--- config.mk ---
export PLATFORM = sky130hd
export DESIGN_NAME = ilfu_locate
export DESIGN_NICKNAME = d
export VERILOG_FILES = /design/src/design/ilfu_pkg.sv /design/src/design/ilfu_locate.sv
export SDC_FILE = /design/constraint.sdc
export NUM_CORES = 1
export LEC_CHECK = 0
export ABC_AREA = 0
export BUFFER_PORTS_ARGS = -buffer_cell sky130_fd_sc_hd__buf_2
export CAP_MARGIN = 30
export CORE_AREA = 4 4 63 76
export DETAILED_ROUTE_END_ITERATION = 10
export DIE_AREA = 0 0 67 80
export GPL_TIMING_DRIVEN = 1
export PLACE_DENSITY_LB_ADDON = 0.12
export SLEW_MARGIN = 40
export SYNTH_ARGS = -nofsm -noshare
export SYNTH_HDL_FRONTEND = slang
export SYNTH_SLANG_ARGS = --single-unit
--- constraint.sdc ---
create_clock -name vclk -period 2.82
set_input_delay 0 -clock vclk [all_inputs]
set_output_delay 0 -clock vclk [all_outputs]
set_load 0.05 [all_outputs]
--- src/design/ilfu_pkg.sv ---
// ----------------------------------------------------------------------------
// Inode cache LFU table package
// Sizes, codes and payload types shared by the table's modules.
// ----------------------------------------------------------------------------
package ilfu_pkg;

   localparam int NUM_SLOTS = 64;
   localparam int SLOT_W    = $clog2(NUM_SLOTS);
   localparam int CNT_W     = $clog2(NUM_SLOTS + 1);

   localparam logic [31:0] INODES_PER_BLOCK = 32'd4;
   localparam logic [31:0] INODE_BYTES      = 32'd256;

   localparam logic [7:0]  SHARE_MAX = 8'hFF;
   localparam logic [15:0] USE_MAX   = 16'hFFFF;

   localparam logic OP_GET = 1'b0;
   localparam logic OP_PUT = 1'b1;

   typedef enum logic [1:0] {
      STATUS_OK      = 2'd0,
      STATUS_NO_SLOT = 2'd1,
      STATUS_UNHELD  = 2'd2
   } status_type;

   typedef struct packed {
      logic        op;
      logic [7:0]  device;
      logic [31:0] inode_number;
      logic [5:0]  release_slot;
      logic        dirty;
   } req_type;

   typedef struct packed {
      logic [5:0]  slot;
      logic        hit;
      logic        load_needed;
      logic        write_back;
      logic [31:0] disk_block;
      logic [9:0]  byte_offset;
      status_type  status;
   } rsp_type;

   // One slot as it is stored in the table memory.
   typedef struct packed {
      logic        modified;
      logic [15:0] use_count;
      logic [7:0]  share_count;
      logic [31:0] inode;
      logic [7:0]  device;
   } entry_type;

endpackage

--- src/design/ilfu_locate.sv ---
// ----------------------------------------------------------------------------
// Inode location
// Turns a zero-based inode index into its disk block and byte offset.
// ----------------------------------------------------------------------------
module ilfu_locate (
   input  logic [31:0] inode_index,
   input  logic [31:0] table_start,
   output logic [31:0] disk_block,
   output logic [9:0]  byte_offset
);

   logic [31:0] quot;
   logic [31:0] rem;
   logic [31:0] offset_full;

   assign quot        = inode_index / ilfu_pkg::INODES_PER_BLOCK;
   assign rem         = inode_index % ilfu_pkg::INODES_PER_BLOCK;
   assign offset_full = rem * ilfu_pkg::INODE_BYTES;

   // Both the block sum and the offset wrap to the width of the result.
   assign disk_block  = quot + table_start;
   assign byte_offset = offset_full[9:0];

endmodule

# Yosys cells after proc, flatten, opt, wreduce, memory -nomap -nowiden
# Index checks and enable logic that the tools add are counted.
[word_totals]
register_bits = 0
input_bits = 64
out_inout_bits = 42
[op_classes]
add_sub_neg = 1
[op_table]
columns = ["op", "count"]
rows = [
  ["30-bit by 32-bit adder with 32-bit output", 1],
]

# Longest topological paths before layout
[logic_depth]
word_depth = 1
depth_mapped = 9
ltp_nobuf = 9

# Least setup slack after synthesis
# OpenSTA, ideal clock, no wires.
[synth_timing]
kind = "input to output"
startpoint = "in inode_index[2]"
endpoint = "out disk_block[22]"
t_arrival_ns = 2.605
required_time_ns = 2.820
setup_slack_ns = 0.215
path_stages = 8
n_path_buf = 0
cell_sequence = "ha_1 fa_1 a21o_1 a221oi_4 o22ai_2 o32ai_2 o21ai_0 xnor2_1"
[synth_via]
elab_chain_len = 1
[synth_lines]
columns = ["element", "line_no", "source"]
rows = [
  ["start: declaration", "ilfu_locate.sv:6", "input logic [31:0] inode_index,"],
  ["30-bit by 32-bit adder with 32-bit output", "ilfu_locate.sv:21", "assign disk_block = quot + table_start;"],
  ["end: declaration", "ilfu_locate.sv:8", "output logic [31:0] disk_block,"],
]
# No other way between the ends.

# Worst setup path after layout
[layout_timing]
startpoint = "in inode_index[2]"
endpoint = "out disk_block[30]"
# The elaborated chain is that of the path after synthesis.

==> metrics <==
Diodes inserted=0; maxcap violations=0; startpoint types=primary input; Total Wirelength=5.187 mm; Max Slew Vio Count=0; Seq. cell area=0 um2; clock buffer count=0; num ports=106; Final Hold Fails=0; layout cells sized above 1=30.59%; outcome=finished clean; synthesized cell area=between 1500 and 2000 um2; crit path from=inode_index[2]; post-layout util=59.59%; Placed Cells=407; Post-DP HPWL=about 4.4 mm; vias=about 2,200; Yosys top cell area share=19.72%; synthesized area per cell=6.971 um2; via/cell ratio=5.452; Mapped Cells=between 200 and 300; drt drc=0; Slew @ Worst Pin=664.9 ps; # fillers=413; Worst slew margin=54.53%; sequential area share after synthesis=0%; finished layout cell area=2367 um2; Std-Cell Rows=25; Tmin final=2680 ps; first-pass iteration count of the detailed router=4; GRT overflow=0; Fmax=373.2 MHz; DR WL/cell=12.74 um; first-pass GRT wire length=8.383 mm; met3 usage=0.5634%; final setup margin=140.3 ps; Finished Layout Cells=407; VDD IR max=209.1 uV; hold_buf cts=0; YS warnings=0; total design power=953.1 uW; area grow syn2layout=24.39%; Initial Util=a little under half; initial DRC count=79; Die Height=80 um; unrepaired setup endpoints after global routing=no; Post-DRT Antenna Nets=0; total core area=3973 um2; busiest metal layer after global routing=met2; Req. time, crit path=2820 ps; CP arrival=around 2700 ps; distinct cell type count after synthesis=50; setup violators final=0; Nets=450; GPL Wtd Cong=roughly 0.96; pwr dens=402.6 nW/um2; GRT Overall Usage=18.28%; Crit Path Max Fanout=3; met1 global-route usage=23.94%; initial antenna violation count=0; critical path endpoint category=output pin; die width=67 um; Post-DP Area=approximately 2400 um2; final sequential cell count=0; Lkg Pwr=1.171 nW; PostCTS Resize Cnt=0; vias in the first global route=2,028; Port Buf Inserts=94; Fin Hold WS=0.02200 ps; routing usage on met2=34.12%; largest area contributor in the netlist=ha_1; pre-CTS WS=roughly 140 ps; Synth top cells by count=a21oi_1 (36), ha_1 (30), xnor2_1 (18); Tcrit/Tclk final=95.03%; top-count cell post-synth=a21oi_1; full die area=5360 um2; Worst Hold Class=primary input to output pin; synth top area cells=ha_1 (20%), a21oi_1 (9.5%), xnor2_1 (8.3%); setup bufs post-CTS=0; largest net degree at the start of global routing=12; Crit Path Class=primary input to output pin; post-route setup TNS=0 ps; crit path to=disk_block[30]
power by group:
part	total [mW]	internal [mW]	switching, mW	leakage, nW
Clock	0	0	0	0
Sequential	0	0	0	0
Combinational	0.953	0.288	0.665	1.17
layout make-up:
class	count	area, um2	share of cell area [%]
Timing Repair Buffer	97	493.0	20.82
Multi-Input combinational cell	250	1784	75.37
Inverter	6	22.52	0.9514
Tap cell	54	67.56	2.854
critical path, cell delays in order:
cell	delay (ps)
buf_2	100
ha_1	230
fa_1	410
a21o_1	240
a221oi_4	260
o22ai_2	140
o32ai_2	350
a31oi_2	170
or4_1	400
and3_1	180
buf_2	200
cell families after synthesis:
family	share of synthesized area, %
compound gates	37.08
xor+xnor	11.51
fa+ha+maj	20.78
buf+inv	7.955
other cells	0.1970
simple gates	22.49
worst min path at each step:
| stage | slack, ps | cells after the start | to | start |
|---|---|---|---|---|
| after detailed placement | 0.3 | 0 | byte_offset[9] | inode_index[1] |
| after floorplan | 170 | 1 | byte_offset[8] | inode_index[0] |
| after global routing | 0.07 | 0 | byte_offset[8] | inode_index[0] |
| after CTS | 0.3 | 0 | byte_offset[9] | inode_index[1] |
| after global placement | 0.3 | 0 | byte_offset[9] | inode_index[1] |
| final | 0.02 | 0 | byte_offset[8] | inode_index[0] |
routing by layer:
metal  up-vias  part of all wire [%]
met5         -                     0
met1       968                    44
met4         0                  0.27
met3         2                   6.6
li1       1181                     -
met2        68                    50
cell usage in the layout, fill, tap and decap left out, drive strengths merged, types with 2 or more instances in the layout:
cell type,netlist,final
nor2,15,15
a21boi,2,2
o21a,4,4
o211ai,4,4
nor3,3,3
xor2,7,7
nor2b,3,3
a21oi,36,36
or2,2,2
nor4,2,2
nand3,10,10
o21ai,16,16
and2,4,4
a211oi,6,6
o21bai,3,3
a21o,16,16
conb,1,8
xnor2,18,18
a31oi,4,4
buf,11,97
nand2b,3,3
inv,6,6
ha,30,30
or4,4,4
and3,3,3
o31ai,2,2
nand4,9,9
nor3b,3,3
nand2,17,17
(Power assumes the default switching activity.)
